**config.mk**
```make
export PLATFORM = sky130hd
export DESIGN_NAME = stack_trace_header_stripper
export DESIGN_NICKNAME = d
export VERILOG_FILES = /design/src/rtl/sths_pkg.sv /design/src/rtl/sths_ram.sv /design/src/rtl/sths_dp.sv /design/src/rtl/sths_ctrl.sv /design/src/rtl/stack_trace_header_stripper.sv
export VERILOG_INCLUDE_DIRS = /design/src /design/src/rtl
export SDC_FILE = /design/constraint.sdc
export NUM_CORES = 1
export LEC_CHECK = 0
export ABC_CLOCK_PERIOD_IN_PS = 6140
export BUFFER_PORTS_ARGS = -buffer_cell sky130_fd_sc_hd__buf_4
export CORE_AREA = 2 2 302 304
export CTS_BUF_LIST = sky130_fd_sc_hd__clkbuf_8
export DETAILED_ROUTE_END_ITERATION = 6
export DIE_AREA = 0 0 304 306
export GPL_TIMING_DRIVEN = 1
export HOLD_SLACK_MARGIN = 0.1
export PLACE_DENSITY_LB_ADDON = 0.3
export SETUP_SLACK_MARGIN = 0.5
export SLEW_MARGIN = 10
export SYNTH_ARGS = -nofsm -noshare
export SYNTH_HDL_FRONTEND = slang
export SYNTH_SLANG_ARGS = --single-unit
```
**constraint.sdc**
```tcl
create_clock -name i_clk -period 6.14 [get_ports i_clk]
set_clock_uncertainty 0.1 [all_clocks]
set_input_delay 1.535 -clock i_clk [delete_from_list [all_inputs] [get_ports i_clk]]
set_output_delay 1.535 -clock i_clk [all_outputs]
set_load 0.03 [all_outputs]
```
**src/rtl/assert_macros.svh**
```systemverilog
// ---------------------------------------------------------------------------
// assertion macros
// concurrent checks sampled on i_clk, disabled while i_rst_n is low
// ---------------------------------------------------------------------------
`ifndef ASSERT_MACROS_SVH
`define ASSERT_MACROS_SVH

// same-cycle implication
`define ASSERT_IMPL(lbl, ante, cons, msg) \
    lbl: assert property (@(posedge i_clk) disable iff (!i_rst_n) (ante) |-> (cons)) \
        else $error(msg);

// next-cycle implication
`define ASSERT_NEXT(lbl, ante, cons, msg) \
    lbl: assert property (@(posedge i_clk) disable iff (!i_rst_n) (ante) |=> (cons)) \
        else $error(msg);

`endif

```
**src/rtl/sths_pkg.sv**
```systemverilog
// ---------------------------------------------------------------------------
// sths_pkg
// shared constants, types and helpers of the stack trace header stripper
// ---------------------------------------------------------------------------
`default_nettype none

package sths_pkg;

    localparam int LINE_CAPACITY = 62;
    localparam int LEN_W         = $clog2(LINE_CAPACITY + 1);
    localparam int ADDR_W        = $clog2(LINE_CAPACITY);

    localparam logic [7:0] CH_LF    = 8'h0A;
    localparam logic [7:0] CH_TAB   = 8'h09;
    localparam logic [7:0] CH_EQ    = 8'h3D;
    localparam logic [7:0] CH_GT    = 8'h3E;
    localparam logic [7:0] CH_SPACE = 8'h20;

    localparam int K_LEN = 13;
    localparam int U_LEN = 11;
    localparam logic [K_LEN*8-1:0] K_LABEL = {"kernel", "_stack:"};
    localparam logic [U_LEN*8-1:0] U_LABEL = "user_stack:";

    // prefix tracker for the "=>" marker
    localparam logic [1:0] ARW_LEAD = 2'd0;
    localparam logic [1:0] ARW_EQ   = 2'd1;
    localparam logic [1:0] ARW_YES  = 2'd2;
    localparam logic [1:0] ARW_NO   = 2'd3;

    // output byte source
    localparam logic [1:0] SEL_TAB  = 2'd0;
    localparam logic [1:0] SEL_DATA = 2'd1;
    localparam logic [1:0] SEL_LF   = 2'd2;

    typedef struct packed {
        logic       take;        // input request accepted
        logic       start_emit;  // load read index for the run
        logic       rd_en;       // read line store at the index
        logic       load_out;    // load output register
        logic [1:0] out_sel;
        logic       out_last;
        logic       idx_inc;
        logic       clear;       // end of line, clear line state
    } t_cmd;

    typedef struct packed {
        logic line_end;    // current input byte ends the line
        logic nl;          // line ended with a newline
        logic drop;
        logic user;
        logic user_empty;  // nothing stored after the user label
        logic at_end;      // read index reached line length
        logic last_idx;    // read index is the last stored byte
        logic out_free;
    } t_stat;

    function automatic logic is_blank(input logic [7:0] b);
        is_blank = (b == CH_SPACE) || (b == CH_TAB);
    endfunction

endpackage

`default_nettype wire

```
**src/rtl/sths_ram.sv**
```systemverilog
// ---------------------------------------------------------------------------
// sths_ram
// simple dual-port ram, one write and one registered read port
// ---------------------------------------------------------------------------
`default_nettype none

module sths_ram #(
    parameter int WIDTH = 8,
    parameter int DEPTH = 62
) (
    input  wire logic                     i_clk,
    input  wire logic                     i_we,
    input  wire logic [$clog2(DEPTH)-1:0] i_waddr,
    input  wire logic [WIDTH-1:0]         i_wdata,
    input  wire logic                     i_re,
    input  wire logic [$clog2(DEPTH)-1:0] i_raddr,
    output      logic [WIDTH-1:0]         o_rdata
);

    logic [WIDTH-1:0] r_mem [DEPTH];

    always_ff @(posedge i_clk) begin
        if (i_we) begin
            r_mem[i_waddr] <= i_wdata;
        end
        if (i_re) begin
            o_rdata <= r_mem[i_raddr];
        end
    end

endmodule

`default_nettype wire

```
**src/rtl/sths_dp.sv**
```systemverilog
// ---------------------------------------------------------------------------
// sths_dp
// line store, label matchers, read index and output register
// ---------------------------------------------------------------------------
`default_nettype none

module sths_dp
    import sths_pkg::*;
(
    input  wire logic       i_clk,
    input  wire logic       i_rst_n,
    input  wire t_cmd       i_cmd,
    output      t_stat      o_stat,
    input  wire logic [7:0] i_byte,
    input  wire logic       i_final,
    output      logic [7:0] o_byte,
    output      logic       o_last,
    output      logic       o_trunc,
    output      logic       o_valid,
    input  wire logic       i_ready
);

    logic [LEN_W-1:0]     r_len;
    logic                 r_ov;
    logic                 r_nl;
    logic [1:0]           r_arw;
    logic                 r_kfound;
    logic                 r_ufound;
    logic                 r_uskip;
    logic [LEN_W-1:0]     r_ustart;
    logic [K_LEN*8-1:0]   r_win;
    logic [LEN_W-1:0]     r_idx;
    logic                 r_out_valid;
    logic [7:0]           r_out_byte;
    logic                 r_out_last;
    logic                 r_out_trunc;

    logic                 is_lf;
    logic                 store;
    logic [K_LEN*8-1:0]   n_win;
    logic                 k_hit;
    logic                 u_hit;
    logic [1:0]           n_arw;
    logic [LEN_W-1:0]     len_inc;
    logic [7:0]           rd_data;
    logic [7:0]           n_out_byte;
    logic                 arrow;

    assign is_lf   = (i_byte == CH_LF);
    assign store   = i_cmd.take && !is_lf && (r_len < LEN_W'(LINE_CAPACITY));
    assign len_inc = r_len + LEN_W'(1);
    assign n_win   = {r_win[K_LEN*8-9:0], i_byte};
    assign k_hit   = (n_win == K_LABEL) && (r_len >= LEN_W'(K_LEN - 1));
    assign u_hit   = (n_win[U_LEN*8-1:0] == U_LABEL) && (r_len >= LEN_W'(U_LEN - 1));

    always_comb begin
        n_arw = r_arw;
        case (r_arw)
            ARW_LEAD: begin
                if (i_byte == CH_EQ) begin
                    n_arw = ARW_EQ;
                end else if (!is_blank(i_byte)) begin
                    n_arw = ARW_NO;
                end
            end
            ARW_EQ:  n_arw = (i_byte == CH_GT) ? ARW_YES : ARW_NO;
            default: n_arw = r_arw;
        endcase
    end

    sths_ram #(
        .WIDTH(8),
        .DEPTH(LINE_CAPACITY)
    ) u_store (
        .i_clk  (i_clk),
        .i_we   (store),
        .i_waddr(r_len[ADDR_W-1:0]),
        .i_wdata(i_byte),
        .i_re   (i_cmd.rd_en),
        .i_raddr(r_idx[ADDR_W-1:0]),
        .o_rdata(rd_data)
    );

    // line state
    always_ff @(posedge i_clk) begin
        if (!i_rst_n) begin
            r_len    <= '0;
            r_ov     <= 1'b0;
            r_nl     <= 1'b0;
            r_arw    <= ARW_LEAD;
            r_kfound <= 1'b0;
            r_ufound <= 1'b0;
            r_uskip  <= 1'b0;
        end else if (i_cmd.clear) begin
            r_len    <= '0;
            r_ov     <= 1'b0;
            r_nl     <= 1'b0;
            r_arw    <= ARW_LEAD;
            r_kfound <= 1'b0;
            r_ufound <= 1'b0;
            r_uskip  <= 1'b0;
        end else if (i_cmd.take) begin
            if (is_lf) begin
                r_nl <= 1'b1;
            end else if (!store) begin
                r_ov <= 1'b1;
            end
            if (store) begin
                r_len <= len_inc;
                r_arw <= n_arw;
                if (k_hit) begin
                    r_kfound <= 1'b1;
                end
                if (!r_ufound && u_hit) begin
                    r_ufound <= 1'b1;
                    r_uskip  <= 1'b1;
                end else if (r_ufound && r_uskip && !is_blank(i_byte)) begin
                    r_uskip <= 1'b0;
                end
            end
        end
    end

    // payload registers
    always_ff @(posedge i_clk) begin
        if (store) begin
            r_win <= n_win;
            // text after the label starts past any blanks
            if (!r_ufound && u_hit) begin
                r_ustart <= len_inc;
            end else if (r_ufound && r_uskip && is_blank(i_byte)) begin
                r_ustart <= len_inc;
            end
        end
    end

    always_ff @(posedge i_clk) begin
        if (i_cmd.start_emit) begin
            r_idx <= (!arrow && r_ufound && !r_kfound) ? r_ustart : '0;
        end else if (i_cmd.idx_inc) begin
            r_idx <= r_idx + LEN_W'(1);
        end
    end

    always_comb begin
        case (i_cmd.out_sel)
            SEL_TAB:  n_out_byte = CH_TAB;
            SEL_DATA: n_out_byte = rd_data;
            SEL_LF:   n_out_byte = CH_LF;
            default:  n_out_byte = CH_LF;
        endcase
    end

    always_ff @(posedge i_clk) begin
        if (!i_rst_n) begin
            r_out_valid <= 1'b0;
        end else if (i_cmd.load_out) begin
            r_out_valid <= 1'b1;
        end else if (i_ready) begin
            r_out_valid <= 1'b0;
        end
    end

    always_ff @(posedge i_clk) begin
        if (i_cmd.load_out) begin
            r_out_byte  <= n_out_byte;
            r_out_last  <= i_cmd.out_last;
            r_out_trunc <= r_ov;
        end
    end

    assign arrow = (r_arw == ARW_YES);

    always_comb begin
        o_stat.line_end   = is_lf || i_final;
        o_stat.nl         = r_nl;
        o_stat.drop       = !arrow && r_kfound;
        o_stat.user       = !arrow && r_ufound && !r_kfound;
        o_stat.user_empty = (r_ustart == r_len);
        o_stat.at_end     = (r_idx == r_len);
        o_stat.last_idx   = ((r_idx + LEN_W'(1)) == r_len);
        o_stat.out_free   = !r_out_valid || i_ready;
    end

    assign o_byte  = r_out_byte;
    assign o_last  = r_out_last;
    assign o_trunc = r_out_trunc;
    assign o_valid = r_out_valid;

endmodule

`default_nettype wire

```
**src/rtl/sths_ctrl.sv**
```systemverilog
// ---------------------------------------------------------------------------
// sths_ctrl
// sequencer: buffers bytes, then walks the line store to emit the run
// ---------------------------------------------------------------------------
`default_nettype none

module sths_ctrl
    import sths_pkg::*;
(
    input  wire logic  i_clk,
    input  wire logic  i_rst_n,
    input  wire logic  i_valid,
    output      logic  o_ready,
    input  wire t_stat i_stat,
    output      t_cmd  o_cmd
);

    localparam logic [2:0] S_IDLE  = 3'd0;
    localparam logic [2:0] S_START = 3'd1;
    localparam logic [2:0] S_TAB   = 3'd2;
    localparam logic [2:0] S_ADDR  = 3'd3;
    localparam logic [2:0] S_DATA  = 3'd4;
    localparam logic [2:0] S_LF    = 3'd5;

    logic [2:0] r_state;
    logic [2:0] n_state;

    always_ff @(posedge i_clk) begin
        if (!i_rst_n) begin
            r_state <= S_IDLE;
        end else begin
            r_state <= n_state;
        end
    end

    assign o_ready = (r_state == S_IDLE);

    always_comb begin
        n_state = r_state;
        o_cmd   = '0;
        o_cmd.out_sel = SEL_DATA;
        case (r_state)
            S_IDLE: begin
                if (i_valid) begin
                    o_cmd.take = 1'b1;
                    if (i_stat.line_end) begin
                        n_state = S_START;
                    end
                end
            end
            S_START: begin
                o_cmd.start_emit = 1'b1;
                if (i_stat.drop) begin
                    o_cmd.clear = 1'b1;
                    n_state     = S_IDLE;
                end else if (i_stat.user) begin
                    n_state = S_TAB;
                end else begin
                    n_state = S_ADDR;
                end
            end
            S_TAB: begin
                if (i_stat.out_free) begin
                    o_cmd.load_out = 1'b1;
                    o_cmd.out_sel  = SEL_TAB;
                    o_cmd.out_last = i_stat.user_empty && !i_stat.nl;
                    n_state        = S_ADDR;
                end
            end
            S_ADDR: begin
                if (!i_stat.at_end) begin
                    o_cmd.rd_en = 1'b1;
                    n_state     = S_DATA;
                end else if (i_stat.nl) begin
                    n_state = S_LF;
                end else begin
                    o_cmd.clear = 1'b1;
                    n_state     = S_IDLE;
                end
            end
            S_DATA: begin
                // read data holds until the next read
                if (i_stat.out_free) begin
                    o_cmd.load_out = 1'b1;
                    o_cmd.out_sel  = SEL_DATA;
                    o_cmd.out_last = i_stat.last_idx && !i_stat.nl;
                    o_cmd.idx_inc  = 1'b1;
                    n_state        = S_ADDR;
                end
            end
            S_LF: begin
                if (i_stat.out_free) begin
                    o_cmd.load_out = 1'b1;
                    o_cmd.out_sel  = SEL_LF;
                    o_cmd.out_last = 1'b1;
                    o_cmd.clear    = 1'b1;
                    n_state        = S_IDLE;
                end
            end
            default: begin
                n_state = S_IDLE;
            end
        endcase
    end

endmodule

`default_nettype wire

```
**src/rtl/stack_trace_header_stripper.sv**
```systemverilog
// ---------------------------------------------------------------------------
// stack_trace_header_stripper: per-line filter of a text byte stream
// one byte per cycle inside a line; a line end then holds the input while the
// block decides, emits a tab for a user stack line, reads and emits each stored
// byte, finds the end and emits a newline if the line had one; sync reset
// ---------------------------------------------------------------------------
`default_nettype none
`include "assert_macros.svh"

module stack_trace_header_stripper
    import sths_pkg::*;
(
    input  wire logic       i_clk,
    input  wire logic       i_rst_n,
    input  wire logic       i_s_axis_tvalid,
    output      logic       o_s_axis_tready,
    input  wire logic [7:0] i_s_axis_tdata,   // [7:0] in_byte
    input  wire logic       i_s_axis_tlast,   // in_final
    output      logic       o_m_axis_tvalid,
    input  wire logic       i_m_axis_tready,
    output      logic [7:0] o_m_axis_tdata,   // [7:0] out_byte
    output      logic       o_m_axis_tlast,   // out_run_end
    output      logic       o_m_axis_tuser    // [0] out_truncated
);

    t_cmd  cmd;
    t_stat stat;

    sths_ctrl u_ctrl (
        .i_clk  (i_clk),
        .i_rst_n(i_rst_n),
        .i_valid(i_s_axis_tvalid),
        .o_ready(o_s_axis_tready),
        .i_stat (stat),
        .o_cmd  (cmd)
    );

    sths_dp u_dp (
        .i_clk  (i_clk),
        .i_rst_n(i_rst_n),
        .i_cmd  (cmd),
        .o_stat (stat),
        .i_byte (i_s_axis_tdata),
        .i_final(i_s_axis_tlast),
        .o_byte (o_m_axis_tdata),
        .o_last (o_m_axis_tlast),
        .o_trunc(o_m_axis_tuser),
        .o_valid(o_m_axis_tvalid),
        .i_ready(i_m_axis_tready)
    );

    `ASSERT_NEXT(a_busy_after_line_end, i_s_axis_tvalid && o_s_axis_tready && stat.line_end, !o_s_axis_tready, "input request taken while a line is processed")
    `ASSERT_IMPL(a_no_overwrite, cmd.load_out, stat.out_free, "output register overwritten")
    `ASSERT_IMPL(a_read_in_range, cmd.rd_en, !stat.at_end, "line store read beyond line length")

endmodule

`default_nettype wire
```
After elaboration in Yosys (flattened, before gate mapping)
Memory sizes are Yosys's and may differ from the RTL's. A register that Yosys moved wholly into a read port is not among the register bits.
Index checks and enable logic that the tools add are counted.

word-level totals
  register bits = 135
  bits in writable memories = 496
  memories kept = 1
  word-level logic and storage cells = 129

cells by class
  multiplexer cells = 40
  eq/ne operators = 23
  $add $sub $neg = 2
  magnitude comparators = 3
  bitwise operators = 3
  reductions and logical operators = 42

memory list
  memory              depth  bits a word  rd ports  clocked after memory_dff  write ports  line            text
  u_dp.u_store.r_mem  62     8            1         1                         1            sths_ram.sv:20  logic [WIDTH-1:0] r_mem [DEPTH];

operator list
  operator                                                           count
  == test 104 x 103 -> 1 bit, second input constant                  1
  == test 88 x 87 -> 1 bit, second input constant                    1
  2-to-1 mux 6 bit                                                   5
  == test 8 x 6 -> 1 bit, second input constant                      3
  == test 6 bit                                                      3
  2-to-1 mux 1 bit                                                   18
  2-to-1 mux 3 bit                                                   6
  == test 8 x 4 -> 1 bit, second input constant                      2
  one-hot mux 8 bit (2 select lines)                                 1
  one-hot mux 3 bit (5 select lines)                                 1
  logical AND 1 bit                                                  13
  adder 6 x 1 -> 6 bit, second input constant                        2
  greater-or-equal comparator 6 x 4 -> 1 bit, second input constant  2
  one-hot mux 4 bit (3 select lines)                                 1
  AND reduction 3 bit                                                4
  nonzero test 2 bit                                                 5
  2-to-1 mux 4 bit                                                   2
  AND reduction 4 bit                                                2
  logical NOT 1 bit                                                  7
  == test 3 x 2 -> 1 bit, second input constant                      2
  == test 3 bit, second input constant                               2
  less-than comparator 6 bit, second input constant                  1
  2-to-1 mux 2 bit                                                   3
  AND reduction 2 bit                                                3
  14 further kinds                                                   23

Logic depth before layout (Yosys ltp)
Gate-level depths: netlist (run 1).

  depth in word-level cells = 7
  gate-level depth with buffers = 9

Cells and area by module
Synthesis (run 1) repeated with hierarchy kept, for this count alone.

unflattened totals
  cell total of the unflattened synthesis = 1320
  area total of the unflattened synthesis = 25251.7 um^2

by module, submodules not included
  module     cells an instance  sequential area each (um^2)  times used  area each (um^2)
  sths_ram   935                15134.5                      1           19636.3
  sths_dp    341                3823.7                       1           5246.3
  sths_ctrl  44                 60.1                         1           369.1

Worst setup path after synthesis (run 1)
No wires, ideal clock.

  path type = input port to flip-flop
  from = in i_s_axis_tvalid
  to = reg u_dp.r_ustart[0], enable pin
  arrival time = 3789 ps
  stages = 7
  slack = 1930 ps
  required time = 5719 ps
  buffers on the path = 1
  path through = nor4b_2 > o31a_1 > buf_4 > nand2_2 > inv_2 > nand4_1 > nand2_1

on the way
  cells in the longest elaborated chain, start to end = 5

RTL lines
  item                                  line                               text
  from (decl)                           stack_trace_header_stripper.sv:15  input wire logic i_s_axis_tvalid,
  2-to-1 mux 1 bit                      sths_ctrl.sv:44                    if (i_valid) begin
  2-to-1 mux 1 bit                      sths_ctrl.sv:42                    case (r_state)
  logical AND 1 bit (2 in a row)        sths_dp.sv:50                      assign store = i_cmd.take && !is_lf && (r_len < LEN_W'(LINE_CAPACITY));
  via u_dp.store                        sths_dp.sv:39                      logic store;
  AND reduction 2 bit (no source line)  -
  to (signal assigned)                  sths_dp.sv:130                     r_ustart <= len_inc;
  to (signal assigned)                  sths_dp.sv:132                     r_ustart <= len_inc;
  to (decl)                             sths_dp.sv:30                      logic [LEN_W-1:0] r_ustart;

The timed path passes the listed nets, and every way through them passes these cells.
A chain may end at the register's enable or synchronous reset.

Worst setup path in the final report (run 1)
  from = in i_s_axis_tdata[6]
  to = mem u_dp.u_store.r_mem[1][2], enable pin

on the way
  cells in the longest elaborated chain, start to end = 6

RTL lines
  item                                    line                               text
  from (decl)                             stack_trace_header_stripper.sv:17  input wire logic [7:0] i_s_axis_tdata,
  == test 8 x 4 -> 1 bit                  sths_dp.sv:49                      assign is_lf = (i_byte == CH_LF);
  logical NOT 1 bit                       sths_dp.sv:50
  logical AND 1 bit (2 in a row)          sths_dp.sv:50
  2-to-1 mux 1 bit                        sths_ram.sv:23                     if (i_we) begin
  2-to-1 mux 1 bit (implied by the code)  sths_ram.sv:24                     r_mem[i_waddr] <= i_wdata;
  to (decl)                               sths_ram.sv:20

No other way between the ends.

==> impl_metrics.py, run 1 <==
metrics = {
    "synthesis": {
        "ys_top_cells_by_area": "sky130_fd_sc_hd__edfxtp_1 75%, sky130_fd_sc_hd__mux4_2 11%, sky130_fd_sc_hd__mux2i_1 1.7%",
        "ys_ff_latch": 639,
        "yosys.cell_types.count": 63,
        "synthesis.area_per_instance_um2": 19.4,
        "synth_seq_area_share_pct": 76.1,
        "synth-warning-count": 0,
        "synthFlopType": "sky130_fd_sc_hd__edfxtp_1",
        "synth_edf_count": 622,
        "netlist_area_before_placement_mm2": 0.0250,
        "syn_nets": 1302,
        "async_flop_share_pct": 0,
        "synthesis.instances": 1287,
        "synthDominantCellAreaShare_pct": 74.7,
        "synth_top_cell_by_area": "sky130_fd_sc_hd__edfxtp_1",
        "post_synth_most_frequent_cells": "622 x sky130_fd_sc_hd__edfxtp_1, 117 x sky130_fd_sc_hd__mux4_2, 97 x sky130_fd_sc_hd__nor2_1",
        "synth_most_common_cell": "sky130_fd_sc_hd__edfxtp_1",
    },
    "critical_path": {
        "worst_setup_ep_type": "register",
        "critical_path.reg2reg.endpoint": "u_dp.r_ustart[0]$_DFFE_PP_",
        "crit_fanout": 36,
        "crit_path_start": "i_s_axis_tdata[6]",
        "crit_end": "u_dp.u_store.r_mem[1][2]$_DFFE_PP_",
        "critical-path-max-stage-delay_ns": 0.85,
        "crit_slowest_cell": "sky130_fd_sc_hd__nor2_1",
        "critical_path.reg2reg.startpoint": "u_dp.r_len[3]$_SDFFE_PP0P_",
        "reg2regPathDepth": 6,
        "crit_path_cell_trace": "buf_4, or3_1, o31a_1, nand3_1, nor2_1",
        "path_class": "in2reg",
        "ff2ff_setup_slack_ns": 2.23,
        "critPathArrivalTime_ns": 4.23,
        "timing.critical_path.required_ns": 6.36,
        "start_kind": "input pin",
    },
    "timing": {
        "fin_crit_ns": 4.00,
        "final_hold_viol_count": 0,
        "timing.max_slew.rel_slack_pct": 26.4,
        "tns_ns": 0,
        "grt_setup_unrepaired": "false",
        "slew_violations": 0,
        "fin_crit_sh_pct": 65.2,
        "maxClockFrequency_ghz": 0.250,
        "finalSetupViolCount": 0,
        "worst-slew-pin-transition_ns": 1.10,
    },
    "cts": {
        "ctsRootBufferMaster": "sky130_fd_sc_hd__clkbuf_8",
        "clk-insertion-delay-late_ns": 0.71,
        "clkSinkCount": 639,
        "htree_levels": 3,
        "ctsHoldBuffers": 0,
        "clk_path_buf_depth": 3,
        "tritoncts": "built",
        "postCtsSetupRepairBufs": 0,
        "post_cts_resize_count": 0,
        "path_clk_slew_ns": 0.06,
        "cts_buffers": 101,
    },
    "min_path": {
        "hp-class": "reg2reg",
    },
    "global_route": {
        "met2_usage_pct": 20.7,
        "global_route_wire_length_before_repair_um": 91100,
        "gr-usage-met3_pct": 3.17,
        "grt.overflow.total": 0,
        "initial_antenna_violation_count": 3,
        "grt_busiest_layer": "met2",
        "grt_max_degree": 117,
        "vias_in_the_first_global_route": 13007,
        "grt.met1_usage_pct": 18.6,
        "grtUsageTotal_pct": 13.3,
    },
    "cells_and_area": {
        "design.final.nets": 1396,
        "final_core_util_pct": 31.8,
        "areaGrowthSynthToFinish_pct": 13.8,
        "final_layout_size_suffix_gt1_share_pct": 22.2,
        "final_area_mm2": 0.0285,
        "final_cell_count_no_fill": 2644,
    },
    "route": {
        "detail_route.first_pass.iterations": 5,
        "wl_um": 62600,
        "post_drt_via_cell_ratio": 4.82,
        "post-route-drc-count": 0,
        "antenna_left": 0,
        "wl_per_cell_um": 23.7,
        "drt-initial-drc-count": 1228,
        "vias": 12746,
    },
    "power": {
        "report.power.total_mw": 9.07,
        "vdd_drop_max_uv": 146,
        "leakage_nw": 8.91,
        "power_per_cell_area_mw_per_mm2": 319,
    },
    "die": {
        "die-width_um": 304,
        "design.core.area_mm2": 0.0896,
        "vertical_die_dimension_um": 306,
        "starting_density_of_the_core_pct": 27.9,
        "floorplan.die_area_mm2": 0.0930,
        "placement_rows": 110,
        "i_o_pin_count": 25,
    },
    "outcome": {
        "status": "completed",
    },
    "placed_design": {
        "place.port_buffers": 24,
        "place_area_mm2": 0.0265,
        "place_inst": 2454,
        "dpl.hpwl_um": 39000,
        "place_congestion": 0.825,
    },
    "run": {
        "drv.max_cap_violation_count": 0,
    },
}
==> power by group <==
| group | switching, mW | internal (mW) |
|---|---|---|
| clock | 1.71 | 1.73 |
| sequential | 0.0709 | 4.91 |
| combinational | 0.409 | 0.241 |
==> stage by stage <==
step           hold WS (ns)  setup WS [ns]
2_1_floorplan         0.309           1.93
3_3_place_gp          0.324           1.49
3_5_place_dp          0.329           1.41
4_1_cts               0.342           2.21
5_1_grt               0.351           2.02
6_report              0.339           2.14
==> critical path: cells and delay by family <==
family	cells	cell delay (ns)
and+or+nand+nor	3	1.84
buffers and inverters	1	0.43
AOI/OAI and AO/OA	1	0.38
==> metal layers <==
layer  vias to the layer above  wire, um
met2                       515     28700
li1                       5443         -
met1                      6685     28100
met4                         0      1430
met5                         -         0
met3                       103      4380
==> sequential cells by signal, summed over array words and instances, names as in the netlist <==
| name | cells |
|---|---|
| u_ctrl.r_state | 3 |
| u_dp.o_byte | 8 |
| u_dp.o_last | 1 |
| u_dp.o_trunc | 1 |
| u_dp.o_valid | 1 |
| u_dp.r_arw | 2 |
| u_dp.r_idx | 6 |
| u_dp.r_kfound | 1 |
| u_dp.r_len | 6 |
| u_dp.r_nl | 1 |
| u_dp.r_ov | 1 |
| u_dp.r_ufound | 1 |
| u_dp.r_uskip | 1 |
| u_dp.r_ustart | 6 |
| u_dp.r_win | 96 |
| u_dp.u_store.o_rdata | 8 |
| u_dp.u_store.r_mem | 496 |
==> worst min path at each step <==
stage | endpoint | cells past startpoint | start | slack [ns]
finish | u_dp.r_win[93]$_DFFE_PP_ | 0 | u_dp.r_win[85]$_DFFE_PP_ | 0.34
global route | u_dp.r_win[46]$_DFFE_PP_ | 0 | u_dp.r_win[38]$_DFFE_PP_ | 0.35
CTS | u_dp.r_win[44]$_DFFE_PP_ | 0 | u_dp.r_win[36]$_DFFE_PP_ | 0.34
detailed placement | u_dp.r_win[44]$_DFFE_PP_ | 0 | u_dp.r_win[36]$_DFFE_PP_ | 0.33
global placement | u_dp.r_win[67]$_DFFE_PP_ | 0 | u_dp.r_win[59]$_DFFE_PP_ | 0.32
floorplan | u_dp.o_trunc$_DFFE_PP_ | 0 | u_dp.r_ov$_SDFFE_PP0P_ | 0.31
==> logic make-up after synthesis <==
logic type | after synthesis | share of synthesized area (%)
AND/OR/NAND/NOR | 278 | 5.91
AO/OA/AOI/OAI | 106 | 2.78
buffers and inverters | 67 | 1.59
flip-flops | 639 | 76.1
adder cells (fa/ha/maj) | 2 | 0.100
multiplexers | 166 | 12.5
XOR/XNOR | 29 | 1.02
==> final cells by class <==
cell class                 count  area, um2
fill                        8561      61100
multi-input combinational    581       5590
tap                         1176       1470
clock buffer                 105       1450
inverter                       8       31.3
antenna                        1       2.50
sequential                   639      19000
clock inverter                84        478
timing repair buffer          50        425
==> placed cells by master (no fill, tap or decap), drive strengths merged, types with 5 or more instances in the layout <==
cell type and count:
a22oi 14, xor2 13, mux2 6, nor2b 17, a21oi 34, clkinvlp 7, nand3 15, clkbuf 105
nand4 9, xnor2 16, nor3 9, mux4 117, inv 42, mux2i 43, nor4b 5, nor2 97
o22ai 11, and2 11, nor4bb 8, or3 7, clkinv 40, nand3b 7, o21ai 14, o221ai 5
nand2 49, buf 50, nand2b 11, edfxtp 622, a211oi 5, nand4b 5, and4b 6, dfxtp 17
Note: power is estimated with default switching activity, not from simulation.
==> inputs of run 2 (changes only) <==
--- a/config.mk
+++ b/config.mk
@@ -6,12 +6,13 @@
 export SDC_FILE = /design/constraint.sdc
 export NUM_CORES = 1
 export LEC_CHECK = 0
-export ABC_CLOCK_PERIOD_IN_PS = 6140
+export ABC_AREA = 1
+export ABC_CLOCK_PERIOD_IN_PS = 3200
 export BUFFER_PORTS_ARGS = -buffer_cell sky130_fd_sc_hd__buf_4
-export CORE_AREA = 2 2 302 304
+export CORE_AREA = 2 2 310 312
 export CTS_BUF_LIST = sky130_fd_sc_hd__clkbuf_8
 export DETAILED_ROUTE_END_ITERATION = 6
-export DIE_AREA = 0 0 304 306
+export DIE_AREA = 0 0 312 314
 export GPL_TIMING_DRIVEN = 1
 export HOLD_SLACK_MARGIN = 0.1
 export PLACE_DENSITY_LB_ADDON = 0.3
==> constraint.sdc (replaced) <==
create_clock -name i_clk -period 3.2 [get_ports i_clk]
set_clock_uncertainty 0.1 [all_clocks]
set_input_delay 0.8 -clock i_clk [delete_from_list [all_inputs] [get_ports i_clk]]
set_output_delay 0.8 -clock i_clk [all_outputs]
set_load 0.03 [all_outputs]
==> impl_metrics.py, run 2 <==
metrics = {
    "critical_path": {
        "start_kind": "register",
        "critical_path.top_delay_family": "simple AND/OR/NAND/NOR gates",
        "critPathArrivalTime_ns": 3.09,
        "path_class": "reg2reg",
        "critical_path_buf_inv_count": 2,
        "timing.critical_path.required_ns": 3.68,
        "crit_slowest_cell": "sky130_fd_sc_hd__edfxtp_1",
        "critical-path-max-stage-delay_ns": 0.61,
        "worst_setup_ep_type": "register",
        "crit_path_cell_trace": "inv_6, buf_12, nand2_1, nand3_1, nand3_1, nand3_1, nand3_1, nand2_1, nand2_1, nand2_1",
        "crit_fanout": 64,
    },
    "power": {
        "report.power.total_mw": 17.7,
        "p_comb_share_pct": 8.8,
        "power.net_switching_mw": 4.48,
        "internal_power_mw": 13.2,
        "clock_power_share_pct": 37.5,
        "switching_share_pct": 25.4,
        "vdd_drop_max_uv": 229,
        "power_per_cell_area_mw_per_mm2": 586,
        "leakage_nw": 11.1,
        "p_seq_share_pct": 53.7,
    },
    "timing": {
        "timing.max_slew.rel_slack_pct": 19.5,
        "finalSetupViolCount": 0,
        "fin_crit_ns": 2.61,
        "slew_violations": 0,
        "tns_ns": 0,
        "grt_setup_unrepaired": "true",
        "worst-slew-pin-transition_ns": 1.20,
        "whs_ns": 0.271,
        "fin_crit_sh_pct": 81.6,
        "final_hold_viol_count": 0,
        "maxClockFrequency_ghz": 0.383,
    },
    "synthesis": {
        "synth_most_common_cell": "sky130_fd_sc_hd__nand2_1",
        "netlist_area_before_placement_mm2": 0.0264,
        "synth_top_cell_by_area": "sky130_fd_sc_hd__edfxtp_1",
        "synth-warning-count": 0,
        "synthesis.instances": 2284,
        "ys_top_cells_by_area": "sky130_fd_sc_hd__edfxtp_1 71%, sky130_fd_sc_hd__nand2_1 12%, sky130_fd_sc_hd__nand3_1 6.0%",
        "ys_ff_latch": 639,
        "async_flop_share_pct": 0,
        "synth_seq_area_share_pct": 72.1,
        "syn_nets": 2299,
        "synthesis.area_per_instance_um2": 11.5,
        "post_synth_most_frequent_cells": "818 x sky130_fd_sc_hd__nand2_1, 622 x sky130_fd_sc_hd__edfxtp_1, 316 x sky130_fd_sc_hd__nand3_1",
        "yosys.cell_types.count": 36,
        "synth_edf_count": 622,
        "synthDominantCellAreaShare_pct": 70.9,
        "synthFlopType": "sky130_fd_sc_hd__edfxtp_1",
    },
    "cells_and_area": {
        "seq_area_mm2": 0.0190,
        "registers_with_the_highest_flip_flop_counts": "u_dp.u_store.r_mem (496), u_dp.r_win (96)",
        "final_area_mm2": 0.0302,
        "design.final.nets": 2411,
        "final_layout_size_suffix_gt1_share_pct": 12.4,
        "layout_commonest_cell": "sky130_fd_sc_hd__nand2_1",
        "largest-register": "u_dp.u_store.r_mem",
        "final.fill_count": 9594,
        "final_cell_count_no_fill": 3742,
        "commonest_non_fill_non_tap_cells_in_the_layout": "818 x sky130_fd_sc_hd__nand2_1, 622 x sky130_fd_sc_hd__edfxtp_1, 316 x sky130_fd_sc_hd__nand3_1",
        "largest_reg_flops": 496,
        "multi_input_comb_area_mm2": 0.00630,
        "areaGrowthSynthToFinish_pct": 14.5,
    },
    "cts": {
        "clkSinkCount": 639,
        "post_cts_resize_count": 0,
        "cts_buffers": 103,
        "tritoncts": "built",
        "ctsRootBufferMaster": "sky130_fd_sc_hd__clkbuf_8",
        "path_clk_slew_ns": 0.07,
        "ctsHoldBuffers": 0,
        "postCtsSetupRepairBufs": 0,
        "clk-insertion-delay-late_ns": 0.71,
        "clk_path_buf_depth": 3,
        "htree_levels": 3,
    },
    "placed_design": {
        "place_inst": 3556,
        "place_congestion": 0.874,
        "place.port_buffers": 24,
        "place_area_mm2": 0.0282,
        "dpl.hpwl_um": 43000,
    },
    "route": {
        "post_drt_via_cell_ratio": 4.63,
        "antenna_left": 0,
        "detail_route.first_pass.iterations": 5,
        "wl_um": 70000,
        "vias": 17309,
        "wl_per_cell_um": 18.7,
        "drt-initial-drc-count": 1472,
        "post-route-drc-count": 0,
    },
    "die": {
        "vertical_die_dimension_um": 314,
        "die-width_um": 312,
        "placement_rows": 113,
        "starting_density_of_the_core_pct": 27.9,
        "floorplan.die_area_mm2": 0.0980,
        "i_o_pin_count": 25,
        "design.core.area_mm2": 0.0944,
    },
    "outcome": {
        "status": "completed",
    },
    "global_route": {
        "grt_max_degree": 104,
        "initial_antenna_violation_count": 2,
        "vias_in_the_first_global_route": 17299,
        "grt.overflow.total": 0,
        "grtUsageTotal_pct": 14.1,
        "global_route_wire_length_before_repair_um": 104000,
    },
    "min_path": {
        "hp-class": "in2reg",
    },
    "run": {
        "drv.max_cap_violation_count": 0,
    },
}
==> run 2: changes by cell type in the layout (fill, tap and decap cells not counted), moves of 39 or more <==
cell and delta:
sky130_fd_sc_hd__nand2_1 +770, sky130_fd_sc_hd__nand3_1 +301, sky130_fd_sc_hd__mux2i_1 -43, sky130_fd_sc_hd__buf_4 +64, sky130_fd_sc_hd__mux4_2 -117, sky130_fd_sc_hd__inv_1 +75, sky130_fd_sc_hd__a21oi_1 +39
==> run 2: routing by layer <==
metal	share of wire, %	vias up	track usage [%]	routed length (um)
li1	-	8079	-	-
met1	44	8418	18.5	30700
met2	46	670	22.7	32200
met3	6.9	140	2.88	4830
met4	3.2	2	5.78	2280
met5	0.020	-	0	14
==> run 2: final timing paths <==
| kind | startpoint | to | slack [ns] | depth (start not counted) |
|---|---|---|---|---|
| worst min-delay path | i_rst_n | u_dp.o_valid$_SDFFE_PN0P_ | 0.27 | 3 |
| worst min register to register | u_dp.r_ov$_SDFFE_PP0P_ | u_dp.o_trunc$_DFFE_PP_ | 0.34 | 0 |
| worst max-delay path | u_dp.r_idx[0]$_DFFE_PP_ | u_dp.u_store.o_rdata[0]$_DFFE_PP_ | 0.59 | 10 |
| worst max register to register | u_dp.r_idx[0]$_DFFE_PP_ | u_dp.u_store.o_rdata[0]$_DFFE_PP_ | 0.59 | 10 |
==> run 2: area by class of cell <==
class	count	area share, %
Sequential cell	639	63.0
Multi-Input combinational cell	1441	20.9
Tap cell	1265	5.25
Clock buffer	105	4.79
Timing Repair Buffer	118	3.27
Clock inverter	80	1.58
Inverter	93	1.19
Antenna cell	1	0.00829
==> run 2: worst register-to-register path, stage by stage, from the launching register on <==
cell and delay, ns:
sky130_fd_sc_hd__edfxtp_1 0.61, sky130_fd_sc_hd__inv_6 0.42, sky130_fd_sc_hd__buf_12 0.31, sky130_fd_sc_hd__nand2_1 0.14, sky130_fd_sc_hd__nand3_1 0.11, sky130_fd_sc_hd__nand3_1 0.11, sky130_fd_sc_hd__nand3_1 0.15, sky130_fd_sc_hd__nand3_1 0.18
sky130_fd_sc_hd__nand2_1 0.21, sky130_fd_sc_hd__nand2_1 0.08, sky130_fd_sc_hd__nand2_1 0.06
==> run 2: cells by family after synthesis <==
family                   synth area share [%]
AO/OA/AOI/OAI                            2.07
XOR/XNOR                                0.460
adder cells (fa/ha/maj)                0.0949
buffers and inverters                    3.96
flip-flops                               72.1
AND/OR/NAND/NOR                          21.3
==> run 2: power by group through the flow <==
stage | combinational (mW) | clock [mW] | sequential (mW)
4_1_cts | 1.55 | 6.81 | 9.50
3_3_place_gp | 1.54 | 0 | 9.67
5_1_grt | 1.70 | 7.15 | 9.52
6_report | 1.55 | 6.63 | 9.50
2_1_floorplan | 0.974 | 0 | 9.64
3_5_place_dp | 1.54 | 0 | 9.68
==> run 2: through the flow <==
stage	utilization [%]	setup slack, ns
after floorplan	-	0.504
after detailed placement	29.9	0.140
final	31.9	0.587
after CTS	31.9	0.637
after global routing	31.9	0.487
after global placement	29.9	0.181
